--- src/rtl/core/mfs_pkg.sv ---
// ----------------------------------------------------------------------------
// mfs_pkg
// Shared types and constants for the MQTT field serializer.
// ----------------------------------------------------------------------------
package mfs_pkg;

  // Step kinds carried on the func field
  typedef enum logic [1:0] {
    KIND_BYTE = 2'd0,
    KIND_U16  = 2'd1,
    KIND_U32  = 2'd2,
    KIND_VBI  = 2'd3
  } kind_e;

  // Variable byte integer size limits
  localparam logic [31:0] VBI_LIM1 = 32'd128;
  localparam logic [31:0] VBI_LIM2 = 32'd16384;
  localparam logic [31:0] VBI_LIM3 = 32'd2097152;
  localparam logic [31:0] VBI_MAX  = 32'd268435455;

  localparam int unsigned MAX_BYTES = 4;

  // Fully encoded step: bytes in wire order, run length, range error
  typedef struct packed {
    logic [MAX_BYTES-1:0][7:0] bytes;
    logic [2:0]                count;
    logic                      err;
  } enc_t;

endpackage

--- src/rtl/core/mfs_if.sv ---
// ----------------------------------------------------------------------------
// mfs_if
// Valid/ready channels for encoding steps and serialized result bytes.
// ----------------------------------------------------------------------------
interface mfs_step_if;
  logic        valid;
  logic        ready;
  logic [1:0]  func;
  logic [31:0] value;

  modport source (output valid, output func, output value, input ready);
  modport sink   (input valid, input func, input value, output ready);
endinterface

interface mfs_result_if;
  logic       valid;
  logic       ready;
  logic [7:0] out_byte;
  logic [2:0] byte_count;
  logic       last;
  logic       range_error;

  modport source (output valid, output out_byte, output byte_count,
                  output last, output range_error, input ready);
  modport sink   (input valid, input out_byte, input byte_count,
                  input last, input range_error, output ready);
endinterface

--- src/rtl/core/mfs_encoder.sv ---
// ----------------------------------------------------------------------------
// mfs_encoder
// Combinational encoder: turns one step kind and value into its wire bytes.
// ----------------------------------------------------------------------------
module mfs_encoder (
  input  logic [1:0]     func_i,
  input  logic [31:0]    value_i,
  output mfs_pkg::enc_t  enc_o
);

  logic [2:0] vbi_n;

  // Variable integer length from the value magnitude
  always_comb begin
    if (value_i < mfs_pkg::VBI_LIM1) begin
      vbi_n = 3'd1;
    end else if (value_i < mfs_pkg::VBI_LIM2) begin
      vbi_n = 3'd2;
    end else if (value_i < mfs_pkg::VBI_LIM3) begin
      vbi_n = 3'd3;
    end else begin
      vbi_n = 3'd4;
    end
  end

  // Byte selection per kind, bytes held in wire order
  always_comb begin
    enc_o = '0;
    case (mfs_pkg::kind_e'(func_i))
      mfs_pkg::KIND_BYTE: begin
        enc_o.bytes[0] = value_i[7:0];
        enc_o.count    = 3'd1;
      end
      mfs_pkg::KIND_U16: begin
        enc_o.bytes[0] = value_i[15:8];
        enc_o.bytes[1] = value_i[7:0];
        enc_o.count    = 3'd2;
      end
      mfs_pkg::KIND_U32: begin
        enc_o.bytes[0] = value_i[31:24];
        enc_o.bytes[1] = value_i[23:16];
        enc_o.bytes[2] = value_i[15:8];
        enc_o.bytes[3] = value_i[7:0];
        enc_o.count    = 3'd4;
      end
      mfs_pkg::KIND_VBI: begin
        if (value_i > mfs_pkg::VBI_MAX) begin
          // out of range: single zero byte with error flag
          enc_o.count = 3'd1;
          enc_o.err   = 1'b1;
        end else begin
          // 7-bit groups, low group first, continuation bit on all but last
          enc_o.bytes[0] = {(vbi_n > 3'd1), value_i[6:0]};
          enc_o.bytes[1] = {(vbi_n > 3'd2), value_i[13:7]};
          enc_o.bytes[2] = {(vbi_n > 3'd3), value_i[20:14]};
          enc_o.bytes[3] = {1'b0, value_i[27:21]};
          enc_o.count    = vbi_n;
        end
      end
      default: begin
        enc_o = '0;
      end
    endcase
  end

endmodule

--- src/rtl/core/mfs_emitter.sv ---
// ----------------------------------------------------------------------------
// mfs_emitter
// Result register: holds one encoded step and sends its bytes one per cycle while result_o.ready is high.
// ----------------------------------------------------------------------------
module mfs_emitter (
  input  logic                 clk_i,
  input  logic                 rst_ni,
  input  logic                 enc_valid_i,
  input  mfs_pkg::enc_t        enc_i,
  output logic                 load_o,
  mfs_result_if.source         result_o
);

  logic                                  valid_q, valid_d;
  mfs_pkg::enc_t                         enc_q;
  logic [$clog2(mfs_pkg::MAX_BYTES)-1:0] idx_q, idx_d;
  logic                                  last;
  logic                                  xfer;

  // Position tracking within the run
  assign last = ({1'b0, idx_q} + 3'd1) == enc_q.count;
  assign xfer = valid_q && result_o.ready;

  // Load a new step when empty or as the final byte transfers
  assign load_o = enc_valid_i && (!valid_q || (xfer && last));

  always_comb begin
    valid_d = valid_q;
    idx_d   = idx_q;
    if (load_o) begin
      valid_d = 1'b1;
      idx_d   = '0;
    end else if (xfer) begin
      if (last) begin
        valid_d = 1'b0;
      end else begin
        idx_d = idx_q + 1'b1;
      end
    end
  end

  // Control state
  always_ff @(posedge clk_i or negedge rst_ni) begin
    if (!rst_ni) begin
      valid_q <= 1'b0;
      idx_q   <= '0;
    end else begin
      valid_q <= valid_d;
      idx_q   <= idx_d;
    end
  end

  // Payload
  always_ff @(posedge clk_i) begin
    if (load_o) begin
      enc_q <= enc_i;
    end
  end

  // Result channel
  assign result_o.valid       = valid_q;
  assign result_o.out_byte    = enc_q.bytes[idx_q];
  assign result_o.byte_count  = enc_q.count;
  assign result_o.last        = last;
  assign result_o.range_error = enc_q.err;

endmodule

--- src/rtl/core/mqtt_field_serializer_top.sv ---
// ----------------------------------------------------------------------------
// mqtt_field_serializer_top
// MQTT field serializer: one encoding step in, its wire bytes out.
// ----------------------------------------------------------------------------
//  Channel   | Dir | Payload                                     | Role
//  ----------+-----+---------------------------------------------+-------------
//  step_i    | in  | func[1:0], value[31:0]                      | one step
//  result_o  | out | out_byte, byte_count, last, range_error     | one per byte
//
// A step is latched in the input register, encoded in one combinational pass
// and loaded into the result register, which sends one byte per cycle while
// result_o.ready is high. A step therefore yields 1 to 4 bytes (kind and
// value dependent); the sustained rate is set by the single-byte result port.
// The next step is taken while the current run is still sending; it loads
// on the cycle the final byte transfers, so runs go out back to back.
// Reset clears the valid flags and the byte index only; output stalls back
// up into step_i.ready.
// ----------------------------------------------------------------------------
module mqtt_field_serializer_top (
  input  logic         clk_i,
  input  logic         rst_ni,
  mfs_step_if.sink     step_i,
  mfs_result_if.source result_o
);

  logic          in_valid_q;
  logic [1:0]    func_q;
  logic [31:0]   value_q;
  mfs_pkg::enc_t enc;
  logic          load;

  // Input register frees as soon as its step moves to the result register
  assign step_i.ready = !in_valid_q || load;

  always_ff @(posedge clk_i or negedge rst_ni) begin
    if (!rst_ni) begin
      in_valid_q <= 1'b0;
    end else if (step_i.ready) begin
      in_valid_q <= step_i.valid;
    end
  end

  always_ff @(posedge clk_i) begin
    if (step_i.valid && step_i.ready) begin
      func_q  <= step_i.func;
      value_q <= step_i.value;
    end
  end

  // Encode
  mfs_encoder u_encoder (
    .func_i  (func_q),
    .value_i (value_q),
    .enc_o   (enc)
  );

  // Emit
  mfs_emitter u_emitter (
    .clk_i       (clk_i),
    .rst_ni      (rst_ni),
    .enc_valid_i (in_valid_q),
    .enc_i       (enc),
    .load_o      (load),
    .result_o    (result_o)
  );

endmodule
--- src/flat_wrapper.sv ---
// flat-port wrapper written by rule: the top's interface ports become plain ports
module mqtt_field_serializer_top_flat 
  (clk_i, rst_ni, step_i_valid, step_i_func, step_i_value, step_i_ready, result_o_valid, result_o_out_byte, result_o_byte_count, result_o_last, result_o_range_error, result_o_ready);
  mfs_step_if step_i_i ();
  mfs_result_if result_o_i ();
  input  logic clk_i;
  input  logic rst_ni;
  input wire logic [$bits(step_i_i.valid)-1:0] step_i_valid;
  input wire logic [$bits(step_i_i.func)-1:0] step_i_func;
  input wire logic [$bits(step_i_i.value)-1:0] step_i_value;
  output wire logic [$bits(step_i_i.ready)-1:0] step_i_ready;
  output wire logic [$bits(result_o_i.valid)-1:0] result_o_valid;
  output wire logic [$bits(result_o_i.out_byte)-1:0] result_o_out_byte;
  output wire logic [$bits(result_o_i.byte_count)-1:0] result_o_byte_count;
  output wire logic [$bits(result_o_i.last)-1:0] result_o_last;
  output wire logic [$bits(result_o_i.range_error)-1:0] result_o_range_error;
  input wire logic [$bits(result_o_i.ready)-1:0] result_o_ready;
  assign step_i_i.valid = step_i_valid;
  assign step_i_i.func = step_i_func;
  assign step_i_i.value = step_i_value;
  assign step_i_ready = step_i_i.ready;
  assign result_o_valid = result_o_i.valid;
  assign result_o_out_byte = result_o_i.out_byte;
  assign result_o_byte_count = result_o_i.byte_count;
  assign result_o_last = result_o_i.last;
  assign result_o_range_error = result_o_i.range_error;
  assign result_o_i.ready = result_o_ready;
  mqtt_field_serializer_top u_core (.clk_i(clk_i), .rst_ni(rst_ni), .step_i(step_i_i), .result_o(result_o_i));
endmodule
--- config.mk ---
export PLATFORM = sky130hd
export DESIGN_NAME = mqtt_field_serializer_top_flat
export DESIGN_NICKNAME = d
export VERILOG_FILES = /design/src/rtl/core/mfs_pkg.sv /design/src/rtl/core/mfs_if.sv /design/src/rtl/core/mfs_encoder.sv /design/src/rtl/core/mfs_emitter.sv /design/src/rtl/core/mqtt_field_serializer_top.sv /design/src/flat_wrapper.sv
export SDC_FILE = /design/constraint.sdc
export NUM_CORES = 1
export LEC_CHECK = 0
export CORE_MARGIN = 2
export CORE_UTILIZATION = 45
export CTS_CLUSTER_DIAMETER = 40
export DETAILED_ROUTE_END_ITERATION = 12
export DONT_BUFFER_PORTS = 1
export GPL_TIMING_DRIVEN = 0
export PLACE_DENSITY = 0.62
export SLEW_MARGIN = 0
export SYNTH_ARGS = -nofsm -noshare
export SYNTH_HDL_FRONTEND = slang
export SYNTH_SLANG_ARGS = --single-unit
--- constraint.sdc ---
create_clock -name clk_i -period 4.21 [get_ports clk_i]
set_input_delay 0.842 -clock clk_i [delete_from_list [all_inputs] [get_ports clk_i]]
set_output_delay 0.842 -clock clk_i [all_outputs]
set_load 0.02 [all_outputs]
* Yosys cells after proc, flatten, opt, wreduce, memory -nomap -nowiden
Cells that the tools add are included.
Operators by class: add/sub/neg operators 2, multipliers 0, divide/modulo/power cells 0, magnitude comparators 8, eq/ne operators 5, shift-type cells 0, multiplexer cells 17, bitwise gates (word level) 0, reductions and logical operators 13
Operator list (number):
- 11-bit one-hot mux with 4 select lines | 1
- 32-bit by 28-bit greater-than comparator with 1-bit output, second input constant | 1
- 32-bit by 15-bit < comparator with 1-bit output, second input constant | 1
- 32-bit by 22-bit < comparator with 1-bit output, second input constant | 1
- 32-bit by 8-bit < comparator with 1-bit output, second input constant | 1
- 16-bit one-hot mux with 2 select lines | 1
- 31-bit two-way mux | 1
- 8-bit one-hot mux with 3 select lines | 1
- 8-bit binary-select mux with 2-bit select | 1
- 3-bit two-way mux | 4
- 8-bit two-way mux | 1
- 3-bit by 2-bit greater-than comparator with 1-bit output, second input constant | 2
- 2-bit two-way mux | 3
- 2-bit == test, second input constant | 2
- 1-bit logical AND | 4
- 1-bit two-way mux | 4
- 2-bit AND reduction | 2
- 2-bit nonzero test | 2
- 2-bit by 1-bit adder with 3-bit output, second input constant | 1
- 3-bit == test | 1
- 3-bit by 1-bit greater-than comparator with 1-bit output, second input constant | 1
- 2-bit by 3-bit < comparator with 1-bit output, second input constant | 1
- 2-bit by 1-bit adder with 2-bit output, second input constant | 1
- 2-bit by 1-bit == test with 1-bit output, second input constant | 1
- other kinds (4) | 6
Word-level totals: bits in registers 74, bits in latches 0, memory bits (writable) 0, memory bits (read-only) 0, input bits 38, memories kept 0

* Depth between registers and ports, before layout
depth in word-level cells 7, depth in mapped cells 5, gate-level depth less buffers 5

* Modules after synthesis
A second synthesis with hierarchy kept.
Unflattened totals: cell total of the unflattened synthesis 208, area total of the unflattened synthesis 3293.2 µm²
By module, submodules not included:
- mfs_emitter | times used 1, cells each 76, area an instance 1536.5 µm², sequential area each 1156.1 µm²
- mqtt_field_serializer_top | times used 1, cells each 38, area an instance 1074.8 µm², sequential area each 1046.0 µm²
- mfs_encoder | times used 1, cells each 94, area an instance 681.9 µm², sequential area each 0.0 µm²

* Least setup slack after synthesis
OpenSTA, ideal clock, no wires.
kind register to register, start register u_core.u_emitter.idx_q[0] in the netlist's numbering, end register u_core.func_q[0], enable pin, library setup time 0.429 ns, arrival 3.007 ns, required time 3.781 ns, slack 0.774 ns, stages on the path, launching flop included 6, path buffers 0, cells stage by stage dfrtp_1 > ha_1 > xor2_1 > nor3_2 > a21oi_1 > nor2b_1
Between the ends: word-level cells in the longest chain between the ends 7
RTL lines:
- start, declared | RTL line mfs_emitter.sv:16 | logic [$clog2(mfs_pkg::MAX_BYTES)-1:0] idx_q, idx_d;
- start signal, assigned | RTL line mfs_emitter.sv:49 | idx_q <= idx_d;
- 2-bit by 1-bit adder with 3-bit output | RTL line mfs_emitter.sv:21 | assign last = ({1'b0, idx_q} + 3'd1) == enc_q.count;
- 3-bit == test | RTL line mfs_emitter.sv:21
- via result_o_last | RTL line flat_wrapper.sv:15 | output wire logic [$bits(result_o_i.last)-1:0] result_o_last;
- 1-bit logical AND | RTL line mfs_emitter.sv:25 | assign load_o = enc_valid_i && (!valid_q || (xfer && last));
- 1-bit logical OR | RTL line mfs_emitter.sv:25
- 1-bit logical AND | RTL line mfs_emitter.sv:25
- 1-bit logical OR | RTL line mqtt_field_serializer_top.sv:33 | assign step_i.ready = !in_valid_q || load;
- 1-bit logical AND | RTL line mqtt_field_serializer_top.sv:44 | if (step_i.valid && step_i.ready) begin
- end signal, assigned | RTL line mqtt_field_serializer_top.sv:45 | func_q <= step_i.func;
- end, declared | RTL line mqtt_field_serializer_top.sv:27 | logic [1:0] func_q;
The timed path passes the listed nets, and every way through them passes these cells. A chain may end at the register's enable or synchronous reset.

* Worst setup path in the final report
start register u_core.u_emitter.idx_q[0] in the netlist's numbering, end output port step_i_ready
Between the ends: word-level cells in the longest chain between the ends 6
RTL lines:
- 2-bit by 1-bit adder with 3-bit output | RTL line mfs_emitter.sv:21
- 3-bit == test | RTL line mfs_emitter.sv:21
- via result_o_last | RTL line flat_wrapper.sv:15
- 1-bit logical AND | RTL line mfs_emitter.sv:25
- 1-bit logical OR | RTL line mfs_emitter.sv:25
- 1-bit logical AND | RTL line mfs_emitter.sv:25
- 1-bit logical OR | RTL line mqtt_field_serializer_top.sv:33
- end, declared | RTL line flat_wrapper.sv:11 | output wire logic [$bits(step_i_i.ready)-1:0] step_i_ready;
The timed path passes the listed nets, and every way through them passes these cells.

==> summary.txt <==
Synthesis
  – Area leader, netlist: edfxtp_1
  – Synth Instances: 200
  – Avg Inst Size Synth: ~16 um2
  – Post-Synth XOR/XNOR Area: 0.00814
  – Adder-cell share of the synthesized area: 0.00387
  – Mux cell area share after synthesis: 0.0589
  – Complex-gate fraction of the synthesized area: 0.145
  – Ys flop type: edfxtp_1
  – Synth Cell Area: 0.00323 mm2
  – Sequential fraction of the synthesis area: 0.682
  – Register bit count reported by yosys: 74
  – Post-synth ARST share: 0.0541
  – Largest cells by area after synthesis: edfxtp_1, a22o_1, mux4_2
  – Yosys warns: 0
  – Synth cell types: 45
  – Top-area cell type share of the netlist area: 0.651
  – Post-synth EDFFs: 70
  – Syn Nets: around 240
  – Largest family of logic cells by synthesized area: compound AO/OA/AOI/OAI gates
  – Simple-gate area share of the yosys netlist: 0.0794

Place
  – DP Area: 0.00337 mm2
  – Buffers on Ports: 0
  – Detailed Place HPWL: a little under 5 mm
  – Pre-CTS setup slack: 1.02 ns
  – Gpl congestion: 0.844

CTS
  – Clock Latency Late Sink: 0.34 ns
  – CTS-repair resized insts: 0
  – Post-CTS Setup Inserts: 0
  – Clock sink total: 74
  – Cts hold-fix bufs: 0
  – Cts bufs inserted: 9
  – CTS tree: built
  – Clk buf depth: 2
  – Reg clk slew, reported paths: approximately 0.070 ns
  – Root Buffer: clkbuf_8
  – H-tree depth: 3

Cells and area
  – Share of cells above drive strength 1: 0.221
  – Fin nets: 251
  – Fin util: 0.514
  – Area delta synth->final: 9.38%
  – ANT cells: 0
  – Most common cell after layout, fill and taps aside: edfxtp_1
  – Commonest non-fill, non-tap cells in the layout: edfxtp_1, a22o_1, nand2_1
  – Multi-input gate area: around 960 um2
  – Final instance area: 0.00353 mm2
  – Sequential Area: between 0.002 and 0.0025 mm2
  – Layout fillers: 583

Die
  – Die footprint: approximately 0.008 mm2
  – Core area: 0.00687 mm2
  – Die Wd: approximately 89 um
  – Initial Utilization: 0.470
  – Die Span Y: 88.7 um
  – # rows: 30
  – I/O pin cnt: between 50 and 60

STA
  – Worst setup margin: approximately 1.2 ns
  – Finish-stage setup viols: 0
  – F_max: 0.335 GHz
  – Slew Limit Fails: 0
  – Hold slack: ~0.2 ns
  – Fin crit period: between 2 and 3 ns
  – Final hold viol count: 0
  – Worst-margin pin slew: 0.814 ns
  – TNS Setup: 0 ns
  – RSZ-0062 raised after global routing: false
  – Final worst path period share: 0.708
  – Slew HR: 0.457
  – Skew final: between 0.01 and 0.015 ns

Worst setup path
  – Setup crit start: u_core.u_emitter.idx_q[0]
  – Critical-path cell list: ha_1 -> xor2_1 -> nor3_2 -> a21oi_1 -> inv_1
  – WP data arrival: 2.14 ns
  – Worst setup EP type: output pin
  – Worst R2R Start: u_core.u_emitter.idx_q[0]
  – Data required time of the worst path: between 3 and 4 ns
  – R2R Setup Slk: 1.44 ns
  – Critical path's top delay family: simple AND/OR/NAND/NOR gates
  – Crit path kind: flip-flop to output pin
  – Critical-path top delay cell: nor3_2
  – CP max stage delay: 0.45 ns
  – Crit Path Max Fanout: 5
  – Buf/Inv on CP: 1
  – Startpoint class of the critical path: flip-flop

Flow run
  – Max-cap viol count: 0

Drt
  – Vias after detailed routing: 1,835
  – ANT nets after route: 0
  – Drt pass-1 iters: 7
  – Initial drt markers: between 150 and 200
  – Per-cell routed wire length: 21.0 um
  – Via/cell ratio: 5.86
  – Total Wirelength: around 6.6 mm
  – DRC viols: 0

Global routing
  – Vias in the first global route: around 1,800
  – All-Layer GR Usage: 0.179
  – Largest net degree at the start of global routing: 37
  – Initial antenna violation count: 0
  – Grt ovf: 0
  – First-pass GRT wire length: 10.1 mm

Hold path
  – Worst hold path type: input port to asynchronous set/reset pin

Power
  – Worst VDD drop: slightly above 0.3 mV
  – Leak Pwr: 1.19 nW
  – Power density over cell area: 608 mW/mm2

Outcome
  – Outcome: completed
final cells by class:
type,instances,share of cell area
buffer,12,0.0181
inverter,3,0.00319
multi-input combinational,111,0.271
sequential,74,0.623
tap,96,0.0340
clock inverter,5,0.00921
timing repair buffer,1,0.00425
clock buffer,11,0.0372
logic make-up after synthesis:
kind of cell	after synthesis
compound gates	60
xor+xnor	3
fa+ha+maj	1
buf+inv	15
flops	74
mux	9
simple gates	38
registers in the layout, indices dropped and copies added, names as in the netlist:
signal / flops
u_core.u_emitter.result_o.valid: 1
u_core.u_emitter.enc_q: 32
u_core.func_q: 2
u_core.u_emitter.result_o.range_error: 1
u_core.u_emitter.result_o.byte_count: 3
u_core.u_emitter.idx_q: 2
u_core.value_q: 32
u_core.in_valid_q: 1
where the power goes:
group / total (mW) / leakage [nW] / switching [mW] / internal [mW]
Combinational: 0.584 / 0.428 / 0.367 / 0.217
Sequential: 1.11 / 0.684 / 0.100 / 1.01
Clock: 0.455 / 0.0753 / 0.243 / 0.212
Total: 2.15 / 1.19 / 0.710 / 1.44
layer usage:
| layer | share of wire | vias up | GRT usage |
|---|---|---|---|
| li1 | - | 838 | - |
| met1 | 0.49 | 913 | 0.272 |
| met2 | 0.44 | 73 | 0.255 |
| met3 | 0.048 | 11 | 0.0513 |
| met4 | 0.017 | 0 | 0.0455 |
| met5 | 0 | - | 0 |
worst reg2reg max path, stage by stage, from the launching register on:
cell and delay (ns):
dfrtp_1 0.42, ha_1 0.33, xor2_1 0.19, nor3_2 0.45
a21oi_1 0.22, nor2b_2 0.57, buf_8 0.28
Yosys cell counts, types with 2 or more instances:
library cell and instances:
dfrtp_1 4, inv_1 2, nor4_4 2, or2_2 2, o31ai_1 2, a21oi_1 2
a22o_2 2, mux4_2 8, nor2_1 3, a22o_1 27, buf_2 6, a31oi_1 2
edfxtp_1 70, or4_4 2, buf_4 3, clkbuf_1 2, nor2b_1 3, a22oi_1 7
nand2_1 11, and2_1 4, o21ai_0 9, nand2b_1 2, a21o_1 2, xor2_1 2
final timing paths:
check | end | depth (start not counted)
max in group asynchronous | u_core.in_valid_q | 0
worst max register to register | u_core.value_q[16] | 6
worst max-delay path | step_i_ready | 5
min in group clk_i | u_core.u_emitter.result_o.valid | 1
worst min-delay path | u_core.u_emitter.result_o.valid | 0
worst min register to register | u_core.u_emitter.result_o.valid | 1
per-stage QoR:
step           power, mW  cells
2_1_floorplan       1.56    200
3_3_place_gp        1.69    296
3_5_place_dp        1.71    297
4_1_cts             2.16    313
5_1_grt             2.25    313
6_report            2.15    313
(Power assumes the default switching activity.)
